[src/rtl/ace_pkg.sv]
// Shared types and constants of the arithmetic encoder core.
// Depends on nothing; ace_ctrl, ace_datapath and the top level import it.
package ace_pkg;

	// Coder precision, model count width and pending counter width.
	localparam int CODE_BITS    = 32;
	localparam int FREQ_BITS    = 16;
	localparam int PENDING_BITS = 8;

	// Input word layout and result buffer size.
	localparam int IN_FIELD_W   = 16;
	localparam int CUM_LOW_LSB  = 0;
	localparam int CUM_HIGH_LSB = 16;
	localparam int TOTAL_LSB    = 32;
	localparam int IN_DATA_W    = 48;
	localparam int BYTE_W       = 8;
	localparam int MAX_RESULTS  = 40;

	// Derived widths.
	localparam int RANGE_W    = CODE_BITS + 1;
	localparam int PROD_W     = RANGE_W + FREQ_BITS;
	localparam int DIV_STEPS  = PROD_W;
	localparam int DIV_CNT_W  = $clog2(DIV_STEPS);
	localparam int RES_CNT_W  = $clog2(MAX_RESULTS + 1);
	localparam int RES_AW     = $clog2(MAX_RESULTS);
	localparam int BITS_CNT_W = $clog2(BYTE_W);

	localparam logic [PENDING_BITS-1:0] PENDING_MAX = '1;

	typedef enum logic [3:0] {
		S_IDLE,
		S_CHECK,
		S_DIV,
		S_NARROW,
		S_RENORM,
		S_PEND,
		S_FIN_FIRST,
		S_FIN_PEND,
		S_FIN_LAST,
		S_PAD,
		S_OUT_RD,
		S_OUT_WR
	} state_t;

	typedef enum logic [3:0] {
		OP_NONE,
		OP_LOAD,
		OP_MUL,
		OP_DIV,
		OP_NARROW,
		OP_DECIDE,
		OP_MID,
		OP_PEND,
		OP_FIN_FIRST,
		OP_FIN_LAST,
		OP_PAD,
		OP_OUT_LOAD
	} op_t;

	// What one renormalization step has to do with the current interval.
	typedef enum logic [1:0] {
		R_ZERO,
		R_ONE,
		R_MID,
		R_DONE
	} rcode_t;

	typedef struct packed {
		op_t  op;
		logic clear;
	} cmd_t;

	typedef struct packed {
		rcode_t rcode;
		logic   fin;
		logic   bad;
		logic   pend_zero;
		logic   pend_one;
		logic   bits_seven;
		logic   have_bytes;
		logic   out_free;
		logic   out_last;
	} stat_t;

endpackage

[src/rtl/arithmetic_encoder_core.sv]
// Top level of the multi-symbol arithmetic encoder core.
// Depends on ace_pkg, ace_ctrl, ace_datapath (which holds ace_ram).
//
// Input s_*: an encode word (s_tuser low) carries a symbol's cumulative low and
// high counts and the model total; a finish word (s_tuser high) flushes the coder.
// Encode words with a zero total, a high count above the total or an empty
// symbol range are dropped without effect.
// Output m_*: one byte per word, first coded bit in bit 7. m_tlast marks the
// final byte of a request; m_tuser reports that the pending counter saturated
// (or the per-request byte buffer filled). A request may produce no byte.
// Order: an encode word is accepted and checked, runs through the bit-serial
// divider, is narrowed, renormalized with any pending bits released, and its
// bytes are read back from the result buffer. A finish word emits its first
// bit, the pending bits, its last bit and padding bits, then its bytes. One
// request is in work at a time; the next is accepted once the last byte sits
// in the output register, or once the work ends for a request with no byte. A
// stalled receiver holds up byte playout and so the input. Reset (arst_n low)
// restores the full interval and clears all pending, packing and flag state;
// a finish request leaves the coder in that same state.
module arithmetic_encoder_core (
	input  logic                          clk,
	input  logic                          arst_n,
	input  logic                          s_tvalid,
	output logic                          s_tready,
	// s_tdata fields from bit 0 up: cum_low[15:0], cum_high[15:0], total_count[15:0]
	input  logic [ace_pkg::IN_DATA_W-1:0] s_tdata,
	// s_tuser fields from bit 0 up: action
	input  logic                          s_tuser,
	output logic                          m_tvalid,
	input  logic                          m_tready,
	// m_tdata fields from bit 0 up: out_byte[7:0]
	output logic [ace_pkg::BYTE_W-1:0]    m_tdata,
	output logic                          m_tlast,
	// m_tuser fields from bit 0 up: pending_overflow
	output logic                          m_tuser
);
	import ace_pkg::*;

	cmd_t  cmd;
	stat_t stat;

	ace_ctrl u_ctrl (
		.clk     (clk),
		.arst_n  (arst_n),
		.s_tvalid(s_tvalid),
		.s_tready(s_tready),
		.stat    (stat),
		.cmd     (cmd)
	);

	ace_datapath u_dp (
		.clk     (clk),
		.arst_n  (arst_n),
		.cmd     (cmd),
		.stat    (stat),
		.s_tdata (s_tdata),
		.s_tuser (s_tuser),
		.m_tvalid(m_tvalid),
		.m_tready(m_tready),
		.m_tdata (m_tdata),
		.m_tlast (m_tlast),
		.m_tuser (m_tuser)
	);

endmodule

[src/rtl/ace_ram.sv]
// Generic simple dual-port RAM: one write port, one read port, registered read.
// Depends on nothing.
module ace_ram #(
	parameter int WIDTH = 8,
	parameter int DEPTH = 40
) (
	input  logic                     clk,
	input  logic                     we,
	input  logic [$clog2(DEPTH)-1:0] waddr,
	input  logic [WIDTH-1:0]         wdata,
	input  logic [$clog2(DEPTH)-1:0] raddr,
	output logic [WIDTH-1:0]         rdata
);

	logic [WIDTH-1:0] mem [DEPTH];

	always_ff @(posedge clk) begin
		if (we) begin
			mem[waddr] <= wdata;
		end
		rdata <= mem[raddr];
	end

endmodule

[src/rtl/ace_ctrl.sv]
// Arithmetic encoder sequencer: walks each encode word through check, divide,
// narrow, renormalize and byte playout. Depends on ace_pkg.
module ace_ctrl (
	input  logic           clk,
	input  logic           arst_n,
	input  logic           s_tvalid,
	output logic           s_tready,
	input  ace_pkg::stat_t stat,
	output ace_pkg::cmd_t  cmd
);
	import ace_pkg::*;

	state_t               state_q, state_d;
	logic [DIV_CNT_W-1:0] div_cnt_q, div_cnt_d;

	always_ff @(posedge clk or negedge arst_n) begin
		if (!arst_n) begin
			state_q   <= S_IDLE;
			div_cnt_q <= '0;
		end else begin
			state_q   <= state_d;
			div_cnt_q <= div_cnt_d;
		end
	end

	always_comb begin
		state_d   = state_q;
		div_cnt_d = div_cnt_q;
		cmd.op    = OP_NONE;
		cmd.clear = 1'b0;
		s_tready  = 1'b0;
		case (state_q)
			S_IDLE: begin
				s_tready = 1'b1;
				if (s_tvalid) begin
					cmd.op  = OP_LOAD;
					state_d = S_CHECK;
				end
			end
			S_CHECK: begin
				if (stat.fin) begin
					state_d = S_FIN_FIRST;
				end else if (stat.bad) begin
					state_d = S_IDLE;
				end else begin
					cmd.op    = OP_MUL;
					div_cnt_d = '0;
					state_d   = S_DIV;
				end
			end
			S_DIV: begin
				cmd.op    = OP_DIV;
				div_cnt_d = div_cnt_q + DIV_CNT_W'(1);
				if (div_cnt_q == DIV_CNT_W'(DIV_STEPS - 1)) begin
					state_d = S_NARROW;
				end
			end
			S_NARROW: begin
				cmd.op  = OP_NARROW;
				state_d = S_RENORM;
			end
			S_RENORM: begin
				case (stat.rcode)
					R_ZERO, R_ONE: begin
						cmd.op = OP_DECIDE;
						if (!stat.pend_zero) begin
							state_d = S_PEND;
						end
					end
					R_MID: begin
						cmd.op = OP_MID;
					end
					default: begin
						state_d = stat.have_bytes ? S_OUT_RD : S_IDLE;
					end
				endcase
			end
			S_PEND: begin
				cmd.op = OP_PEND;
				if (stat.pend_one) begin
					state_d = S_RENORM;
				end
			end
			S_FIN_FIRST: begin
				cmd.op  = OP_FIN_FIRST;
				state_d = stat.pend_zero ? S_FIN_LAST : S_FIN_PEND;
			end
			S_FIN_PEND: begin
				cmd.op = OP_PEND;
				if (stat.pend_one) begin
					state_d = S_FIN_LAST;
				end
			end
			S_FIN_LAST: begin
				cmd.op  = OP_FIN_LAST;
				state_d = stat.bits_seven ? S_OUT_RD : S_PAD;
			end
			S_PAD: begin
				cmd.op = OP_PAD;
				if (stat.bits_seven) begin
					state_d = S_OUT_RD;
				end
			end
			S_OUT_RD: begin
				// The buffer read issued here lands in the next cycle.
				state_d = S_OUT_WR;
			end
			S_OUT_WR: begin
				if (stat.out_free) begin
					cmd.op = OP_OUT_LOAD;
					if (stat.out_last) begin
						cmd.clear = stat.fin;
						state_d   = S_IDLE;
					end else begin
						state_d = S_OUT_RD;
					end
				end
			end
			default: begin
				state_d = S_IDLE;
			end
		endcase
	end

endmodule

[src/rtl/ace_datapath.sv]
// Datapath of the arithmetic encoder: interval registers, product and divider,
// bit packer, result buffer and output register. Depends on ace_pkg, ace_ram.
module ace_datapath (
	input  logic                               clk,
	input  logic                               arst_n,
	input  ace_pkg::cmd_t                      cmd,
	output ace_pkg::stat_t                     stat,
	input  logic [ace_pkg::IN_DATA_W-1:0]      s_tdata,
	input  logic                               s_tuser,
	output logic                               m_tvalid,
	input  logic                               m_tready,
	output logic [ace_pkg::BYTE_W-1:0]         m_tdata,
	output logic                               m_tlast,
	output logic                               m_tuser
);
	import ace_pkg::*;

	typedef struct packed {
		logic [PROD_W-1:0]    acc;
		logic [FREQ_BITS-1:0] rem;
	} div_t;

	// One restoring division step: the dividend shifts out at the top while
	// quotient bits shift in at the bottom of the same register.
	function automatic div_t div_step(div_t cur, logic [FREQ_BITS-1:0] den);
		logic [FREQ_BITS:0] trial;
		logic [FREQ_BITS:0] diff;
		logic               ge;
		div_t               nxt;
		trial   = {cur.rem, cur.acc[PROD_W-1]};
		diff    = trial - {1'b0, den};
		ge      = trial >= {1'b0, den};
		nxt.rem = ge ? diff[FREQ_BITS-1:0] : trial[FREQ_BITS-1:0];
		nxt.acc = {cur.acc[PROD_W-2:0], ge};
		return nxt;
	endfunction

	// Coder state.
	logic [CODE_BITS-1:0]    low_q, high_q;
	logic [PENDING_BITS-1:0] pending_q;
	logic [BYTE_W-2:0]       shift_q;
	logic [BITS_CNT_W-1:0]   bits_q;
	logic                    overflow_q;
	logic                    emit_bit_q;

	// Word being worked on.
	logic                    fin_q;
	logic [FREQ_BITS-1:0]    cl_q, ch_q, tot_q;
	div_t                    divh_q, divl_q;

	// Result buffer bookkeeping and output register.
	logic [RES_CNT_W-1:0]    cnt_q, rd_idx_q;
	logic                    out_valid_q;
	logic [BYTE_W-1:0]       out_byte_q;
	logic                    out_last_q, out_ovf_q;

	logic [RANGE_W-1:0]      range_w, sum_h, sum_l;
	rcode_t                  rcode;
	logic                    first_bit;
	logic                    pb_en, pb_bit, byte_done, room, ram_we, ovf_set;
	logic [BYTE_W-1:0]       ram_wdata, ram_rdata;
	div_t                    divh_n, divl_n;

	assign range_w = RANGE_W'({1'b0, high_q}) - RANGE_W'({1'b0, low_q}) + RANGE_W'(1);
	assign sum_h   = RANGE_W'({1'b0, low_q}) + divh_q.acc[RANGE_W-1:0] - RANGE_W'(1);
	assign sum_l   = RANGE_W'({1'b0, low_q}) + divl_q.acc[RANGE_W-1:0];
	assign divh_n  = div_step(divh_q, tot_q);
	assign divl_n  = div_step(divl_q, tot_q);

	assign first_bit = low_q[CODE_BITS-1] | low_q[CODE_BITS-2];

	always_comb begin
		if (!high_q[CODE_BITS-1]) begin
			rcode = R_ZERO;
		end else if (low_q[CODE_BITS-1]) begin
			rcode = R_ONE;
		end else if (low_q[CODE_BITS-2] && !high_q[CODE_BITS-2]) begin
			rcode = R_MID;
		end else begin
			rcode = R_DONE;
		end
	end

	always_comb begin
		pb_en  = 1'b0;
		pb_bit = 1'b0;
		case (cmd.op)
			OP_DECIDE: begin
				pb_en  = 1'b1;
				pb_bit = (rcode == R_ONE);
			end
			OP_PEND, OP_FIN_LAST: begin
				pb_en  = 1'b1;
				pb_bit = ~emit_bit_q;
			end
			OP_FIN_FIRST: begin
				pb_en  = 1'b1;
				pb_bit = first_bit;
			end
			OP_PAD: begin
				pb_en = 1'b1;
			end
			default: begin
				pb_en  = 1'b0;
				pb_bit = 1'b0;
			end
		endcase
	end

	assign byte_done = pb_en && (bits_q == BITS_CNT_W'(BYTE_W - 1));
	assign room      = cnt_q < RES_CNT_W'(MAX_RESULTS);
	assign ram_we    = byte_done && room;
	assign ram_wdata = {shift_q, pb_bit};
	assign ovf_set   = (byte_done && !room) ||
		((cmd.op == OP_MID) && (pending_q == PENDING_MAX));

	ace_ram #(
		.WIDTH(BYTE_W),
		.DEPTH(MAX_RESULTS)
	) u_buf (
		.clk  (clk),
		.we   (ram_we),
		.waddr(cnt_q[RES_AW-1:0]),
		.wdata(ram_wdata),
		.raddr(rd_idx_q[RES_AW-1:0]),
		.rdata(ram_rdata)
	);

	always_ff @(posedge clk or negedge arst_n) begin
		if (!arst_n) begin
			low_q       <= '0;
			high_q      <= '1;
			pending_q   <= '0;
			shift_q     <= '0;
			bits_q      <= '0;
			overflow_q  <= 1'b0;
			emit_bit_q  <= 1'b0;
			fin_q       <= 1'b0;
			cnt_q       <= '0;
			rd_idx_q    <= '0;
			out_valid_q <= 1'b0;
		end else begin
			if (pb_en) begin
				shift_q <= byte_done ? '0 : {shift_q[BYTE_W-3:0], pb_bit};
				bits_q  <= bits_q + BITS_CNT_W'(1);
			end
			if (ram_we) begin
				cnt_q <= cnt_q + RES_CNT_W'(1);
			end
			if (ovf_set) begin
				overflow_q <= 1'b1;
			end
			if (out_valid_q && m_tready && (cmd.op != OP_OUT_LOAD)) begin
				out_valid_q <= 1'b0;
			end
			case (cmd.op)
				OP_LOAD: begin
					fin_q    <= s_tuser;
					cnt_q    <= '0;
					rd_idx_q <= '0;
				end
				OP_NARROW: begin
					high_q <= sum_h[CODE_BITS-1:0];
					low_q  <= sum_l[CODE_BITS-1:0];
				end
				OP_DECIDE: begin
					emit_bit_q <= (rcode == R_ONE);
					low_q      <= {low_q[CODE_BITS-2:0], 1'b0};
					high_q     <= {high_q[CODE_BITS-2:0], 1'b1};
				end
				OP_MID: begin
					if (pending_q != PENDING_MAX) begin
						pending_q <= pending_q + PENDING_BITS'(1);
					end
					// Subtracting a quarter and doubling fixes the top bits.
					low_q  <= {1'b0, low_q[CODE_BITS-3:0], 1'b0};
					high_q <= {1'b1, high_q[CODE_BITS-3:0], 1'b1};
				end
				OP_PEND: begin
					pending_q <= pending_q - PENDING_BITS'(1);
				end
				OP_FIN_FIRST: begin
					emit_bit_q <= first_bit;
				end
				OP_OUT_LOAD: begin
					out_valid_q <= 1'b1;
					rd_idx_q    <= rd_idx_q + RES_CNT_W'(1);
				end
				default: begin
				end
			endcase
			if (cmd.clear) begin
				low_q      <= '0;
				high_q     <= '1;
				pending_q  <= '0;
				shift_q    <= '0;
				bits_q     <= '0;
				overflow_q <= 1'b0;
			end
		end
	end

	// Payload registers: word fields, divider and output byte.
	always_ff @(posedge clk) begin
		case (cmd.op)
			OP_LOAD: begin
				cl_q  <= s_tdata[CUM_LOW_LSB +: FREQ_BITS];
				ch_q  <= s_tdata[CUM_HIGH_LSB +: FREQ_BITS];
				tot_q <= s_tdata[TOTAL_LSB +: FREQ_BITS];
			end
			OP_MUL: begin
				divh_q.acc <= PROD_W'(range_w) * PROD_W'(ch_q);
				divl_q.acc <= PROD_W'(range_w) * PROD_W'(cl_q);
				divh_q.rem <= '0;
				divl_q.rem <= '0;
			end
			OP_DIV: begin
				divh_q <= divh_n;
				divl_q <= divl_n;
			end
			OP_OUT_LOAD: begin
				out_byte_q <= ram_rdata;
				out_last_q <= stat.out_last;
				out_ovf_q  <= overflow_q;
			end
			default: begin
			end
		endcase
	end

	assign stat.rcode      = rcode;
	assign stat.fin        = fin_q;
	assign stat.bad        = (tot_q == '0) || (ch_q > tot_q) || (cl_q >= ch_q);
	assign stat.pend_zero  = (pending_q == '0);
	assign stat.pend_one   = (pending_q == PENDING_BITS'(1));
	assign stat.bits_seven = (bits_q == BITS_CNT_W'(BYTE_W - 1));
	assign stat.have_bytes = (cnt_q != '0);
	assign stat.out_free   = !out_valid_q || m_tready;
	assign stat.out_last   = (rd_idx_q == cnt_q - RES_CNT_W'(1));

	assign m_tvalid = out_valid_q;
	assign m_tdata  = out_byte_q;
	assign m_tlast  = out_last_q;
	assign m_tuser  = out_ovf_q;

endmodule
[config.mk]
export PLATFORM = sky130hd
export DESIGN_NAME = arithmetic_encoder_core
export DESIGN_NICKNAME = d
export VERILOG_FILES = /design/src/rtl/ace_pkg.sv /design/src/rtl/arithmetic_encoder_core.sv /design/src/rtl/ace_ram.sv /design/src/rtl/ace_ctrl.sv /design/src/rtl/ace_datapath.sv
export SDC_FILE = /design/constraint.sdc
export NUM_CORES = 2
export LEC_CHECK = 0
export BUFFER_PORTS_ARGS = -buffer_cell sky130_fd_sc_hd__buf_2
export CAP_MARGIN = 0
export CELL_PAD_IN_SITES_DETAIL_PLACEMENT = 0
export CELL_PAD_IN_SITES_GLOBAL_PLACEMENT = 2
export CORE_MARGIN = 3
export CORE_UTILIZATION = 48
export CTS_BUF_LIST = sky130_fd_sc_hd__clkbuf_8
export CTS_CLUSTER_DIAMETER = 150
export DETAILED_ROUTE_END_ITERATION = 12
export PLACE_DENSITY = 0.87
export SYNTH_ARGS = -nofsm -noshare
export SYNTH_HDL_FRONTEND = slang
export SYNTH_SLANG_ARGS = --single-unit
[constraint.sdc]
create_clock -name clk -period 16.9 [get_ports clk]
set_input_delay 2.535 -clock clk [delete_from_list [all_inputs] [get_ports clk]]
set_output_delay 2.535 -clock clk [all_outputs]
set_load 0.01 [all_outputs]
Yosys cells after proc, flatten, opt, wreduce, memory -nomap -nowiden
Memories as Yosys holds them, arrays and structs flattened. A register that Yosys moved wholly into a read port is not among the register bits.
Index checks and enable logic that the tools add are counted.

word-level totals
  register bits = 296
  bits in writable memories = 320
  bits of input ports = 53
  output and inout bits = 12
  logic and storage cells = 182
  memories = 1

cells by class
  add/subtract/negate cells = 14
  $mul = 2
  order comparisons = 5
  eq/ne operators = 42
  multiplexer cells = 57
  bitwise operators = 2
  reductions and logical operators = 36

memory list
  memory          depth  bits a word  rd ports  clocked after memory_dff  wr ports  RTL line       RTL
  u_dp.u_buf.mem  40     8            1         1                         1         ace_ram.sv:15  logic [WIDTH-1:0] mem [DEPTH];

operator list
  kind                   number
  $pmux 65 s2            2
  $pmux 32 s3            2
  $mul 33x16->49         2
  $add 32x32->32         2
  $mux 32                2
  $mux 4                 12
  $pmux 4 s12            1
  $pmux 4 s10            1
  $ge 17x16->1           2
  $add 33x1->33 const B  1
  $sub 32x32->33         1
  $eq 4x3->1 const B     8
  $eq 4x4->1 const B     8
  $mux 16                2
  $sub 16x16->16         2
  $sub 32x1->32 const B  1
  $mux 6                 4
  $pmux 6 s2             2
  $mux 7                 3
  $add 6x1->6 const B    3
  $eq 4x2->1 const B     4
  $ge 16x16->1           1
  $gt 16x16->1           1
  $logic_not 16->1       1
  other kinds (45)       90

Depth between registers and ports, before layout
  word-level depth = 17
  mapped depth = 40

By module
A second synthesis with hierarchy kept.

unflattened totals
  cells, all modules = 6851
  area, all modules = 67294.5 µm²

modules (own cells, without submodules)
  module        times used  cells an instance  area an instance (µm²)  seq. area each (µm²)
  ace_datapath  1           6047               53364.9                 8137.8
  ace_ram       1           696                12993.7                 9769.4
  ace_ctrl      1           108                935.9                   250.2

Worst setup path before layout
OpenSTA, ideal clock, no wires.

  path type = input -> register
  start point = input port m_tready
  end point = register u_ctrl.div_cnt_q[0]
  setup time = 0.379 ns
  data arrival time = 9.279 ns
  required time = 16.521 ns
  slack = 7.242 ns
  cell stages on the path = 8
  path buffers = 0
  cells stage by stage = nand2b_1 nand4_1 clkinv_1 a31oi_1 o211ai_1 nor2_1 nor2_1 a21oi_1

RTL lines
  item                  RTL line                       RTL
  start, declared       arithmetic_encoder_core.sv:30  input logic m_tready,
  end signal, assigned  ace_ctrl.sv:22                 div_cnt_q <= div_cnt_d;
  end, declared         ace_ctrl.sv:14                 logic [DIV_CNT_W-1:0] div_cnt_q, div_cnt_d;

Worst setup path after layout
  start point = register u_dp.high_q[1]
  end point = register u_dp.divh_q, in the netlist u_dp.divh_n[63] (data pin)

on the way
  cells in the longest elaborated chain, start to end = 4

RTL lines
  item                    RTL line             RTL
  start, declared         ace_datapath.sv:39   logic [CODE_BITS-1:0] low_q, high_q;
  start signal, assigned  ace_datapath.sv:163  high_q <= sum_h[CODE_BITS-1:0];
  start signal, assigned  ace_datapath.sv:169  high_q <= {high_q[CODE_BITS-2:0], 1'b1};
  start signal, assigned  ace_datapath.sv:177  high_q <= {1'b1, high_q[CODE_BITS-3:0], 1'b1};
  $sub 32x32->33          ace_datapath.sv:64   assign range_w = RANGE_W'({1'b0, high_q}) - RANGE_W'({1'b0, low_q}) + RANGE_W'(1);
  $add 33x1->33           ace_datapath.sv:64
  $mul 33x16->49          ace_datapath.sv:212  divh_q.acc <= PROD_W'(range_w) * PROD_W'(ch_q);
  $pmux 65 s2             ace_datapath.sv:205  case (cmd.op)
  end signal, assigned    ace_datapath.sv:218  divh_q <= divh_n;
  end, declared           ace_datapath.sv:49   div_t divh_q, divl_q;

Every way passes these cells.
A chain may end at the register's enable or synchronous reset.

==> results.cfg <==
[synth]
ys.flop_type = edfxtp_1
synth_top_family_by_area = adder cells
synth_area_mm2 = 0.06637
yosys.area_share.simple_pct = 13.89
syn_inst = 6633
synth_top_area_cell = fa_1
ys_seq_elements = 624
muxShareOfSynthArea_pct = 3.752
yosysUniqueCellTypes = 92
synth_edf_count = 508
synth_compound_area_share_pct = 9.117
yosys-top-cells-area = fa_1, edfxtp_1, ha_1, inv_1, nand2_1
ys_seq_area_share_pct = 27.36
synth_xor_area_share_pct = 2.441
syn_avg_cell_area_um2 = 10.01
syn_nets = 8028
ys_warn_count = 0
netlist.area_leader.share_pct = 26.21
synth_adder_area_share_pct = 35.13
async_reset_ff_share_pct = 17.31

[clocking]
post_cts_resized = 0
cts_sinks = 624
path_clk_slew_ns = 0.07
hold_buffers = 0
root_buffer = clkbuf_8
cts_buffers = 109
clockBufferDepth = 3
clock_latency_ns = 0.86
cts_tree = done
cts_post_setup_buffers_inserted = 0
htreeDepth = 3

[critical_path]
critPathMaxFanout = 32
reg2regPathDepth = 36
startpoint = u_dp.high_q[1]
r2r_start = u_dp.high_q[1]
cp-end-kind = flop
rr_endpoint = u_dp.divh_n[63]
crit_top_cell = fa_1
cp_slowest_cell = o41ai_1
crit_type = reg2reg
startpoint_type = flop
crit_end = u_dp.divh_n[63]
reg2reg_setup_slack_ns = 6.18
arrival_ns = 11.26
cpPeakStageDelay_ns = 0.61
required_ns = 17.44

[timing]
fin_ws_ns = 6.178
period_needed_ns = 10.72
setup_tns_ns = 0
fin_crit_sh_pct = 63.44
worst_pin_slew_ns = 1.265
max_freq_mhz = 93.26
hold_viol_final = 0
slew_viol_final = 0
finalSetupViolCount = 0
rsz0062_at_grt = false
max_slew_margin_pct = 15.46
clock-skew-final_ns = 0.09232

[finish]
layout-drive-gt1-share_pct = 7.968
nNetsFinal = 7979
final_core_util_pct = 52.19
n_fill_cell = 12440
syn_to_final_growth_pct = 7.192

[global_route]
grt_usage_pct = 26.84
grt_max_degree = 133
grt_pass1_wl_um = 294300
antenna_found_initial = 4
grt_pass1_vias = 50120
grt.overflow.total = 0

[routing]
wl_per_cell_um = 22.04
drtIter0Drc = 3211
antenna_left = 0
drt_pass1_iterations = 8
drc = 0
viasPerCell = 5.592
dr_total_vias = 47320
routed_wl_um = 186500

[place]
hpwl_um = 136100
gp_congestion = 0.8721
portBuffers = 64
place_ws_ns = 6.187

[floorplanning]
core_mm2 = 0.1363
fp-row-count = 135
die_y_um = 377.8
die_w_um = 377.8
floorplan.die_area_mm2 = 0.1428
start_util_pct = 48.69
io-pin-count = 65

[outcome]
status = finished, final reports clean

[min_path]
hp-class = reg2reg
hold-path-cell-count = 0

[flow_run]
cap_violations = 0
[how the worst min path moves through the flow]
stage	end	startpoint
global route	u_dp.m_tdata[5]	u_dp.u_buf.rdata[5]
detailed placement	u_dp.m_tdata[1]	u_dp.u_buf.rdata[1]
floorplan	u_dp.m_tdata[0]	u_dp.u_buf.rdata[0]
global placement	u_dp.m_tdata[6]	u_dp.u_buf.rdata[6]
CTS	u_dp.m_tdata[1]	u_dp.u_buf.rdata[1]
finish	u_dp.m_tdata[1]	u_dp.u_buf.rdata[1]
[registers in the layout, summed over array words and instances (netlist names), 3 cells and up]
| name | cells |
|---|---|
| u_dp.u_buf.mem | 320 |
| u_dp.divh_n | 48 |
| u_dp.divl_n | 48 |
| u_dp.high_q | 32 |
| u_dp.low_q | 32 |
| u_dp.divh_q | 17 |
| u_dp.divl_q | 17 |
| u_dp.ch_q | 16 |
| u_dp.cl_q | 16 |
| u_dp.tot_q | 16 |
| u_dp.m_tdata | 8 |
| u_dp.pending_q | 8 |
| u_dp.u_buf.rdata | 8 |
| u_dp.shift_q | 7 |
| u_ctrl.div_cnt_q | 6 |
| u_dp.cnt_q | 6 |
| u_dp.rd_idx_q | 6 |
| u_ctrl.state_q | 4 |
| u_dp.bits_q | 3 |
[routing by layer]
layer	track usage, %	vias up	routed length [um]
li1	-	21480	-
met1	36.77	24220	81560
met2	44.72	1341	88820
met3	3.963	272	10690
met4	7.269	0	5430
met5	0	-	0
[logic make-up (layout without fill, tap and decap cells)]
group           count (synthesis)  count (layout)
simple gates                 1956            1956
buf+inv                      1457            1501
fa+ha+maj                    1342            1342
compound gates                941             941
flops                         624             624
xor+xnor                      185             185
mux                           128             128
other cells                     0               3
[worst max-delay path, delay by kind of cell (launching register included)]
kind            cells  cell delay [ns]
flops               1             0.51
simple gates        8             2.03
xor+xnor            2             0.31
compound gates      9             2.56
buf+inv             7             0.73
fa+ha+maj          10             4.28
[cells in the final DEF (no fill, tap or decap), types with 90 or more instances in the layout]
master       n
o21ai_0    182
mux4_2      96
xnor2_1     90
ha_1       473
nor2_1     302
nand2_1    871
edfxtp_1   508
clkbuf_8   120
a21oi_1    284
and2_1     407
inv_1     1158
buf_4      102
fa_1       869
a21o_1     106
[cell usage after synthesis, types with 7 or more instances]
master	count
a211o_1	12
a211oi_1	50
a21boi_0	10
a21o_1	106
a21oi_1	284
a221oi_1	9
a311oi_1	11
a31oi_1	32
and2_1	408
and3_1	29
buf_1	9
buf_2	27
clkbuf_1	286
dfrtp_1	76
dfstp_2	32
dfxtp_1	8
edfxtp_1	508
fa_1	869
ha_1	473
inv_1	1130
mux2i_1	26
mux4_2	96
nand2_1	871
nand2b_1	42
nand3_1	71
nand4_1	22
nor2_1	305
nor2b_1	51
nor3_1	63
nor3b_1	9
nor4_1	19
o211ai_1	31
o21a_1	33
o21ai_0	182
o21ai_1	8
o21bai_1	38
o221ai_1	9
o22ai_1	18
o311ai_0	8
o31ai_1	27
or2_2	11
or3_1	22
or4_1	7
xnor2_1	108
xor2_1	77
[per-stage QoR]
step	std cells	area [um2]	hold slack, ns
after floorplan	6633	66370	0.3855
after global placement	8254	68760	0.3871
after detailed placement	8254	68760	0.3887
after CTS	8458	71140	0.4018
after global routing	8461	71140	0.4051
final	8461	71140	0.4029
[final cells by class]
type                    instances  area, um2  area share (%)
multi-input cells            4552      43030           60.48
well taps                    1781       2228           3.132
flip-flops and latches        624      18160           25.53
clock inverters                84      721.9           1.015
inverters                    1131       4245           5.967
repair buffers                166       1101           1.548
diodes                          3      7.507         0.01055
clock buffers                 120       1652           2.321
Power is not shown: default switching activity piles up to over one toggle a cycle in this logic, so the estimate is an artifact.
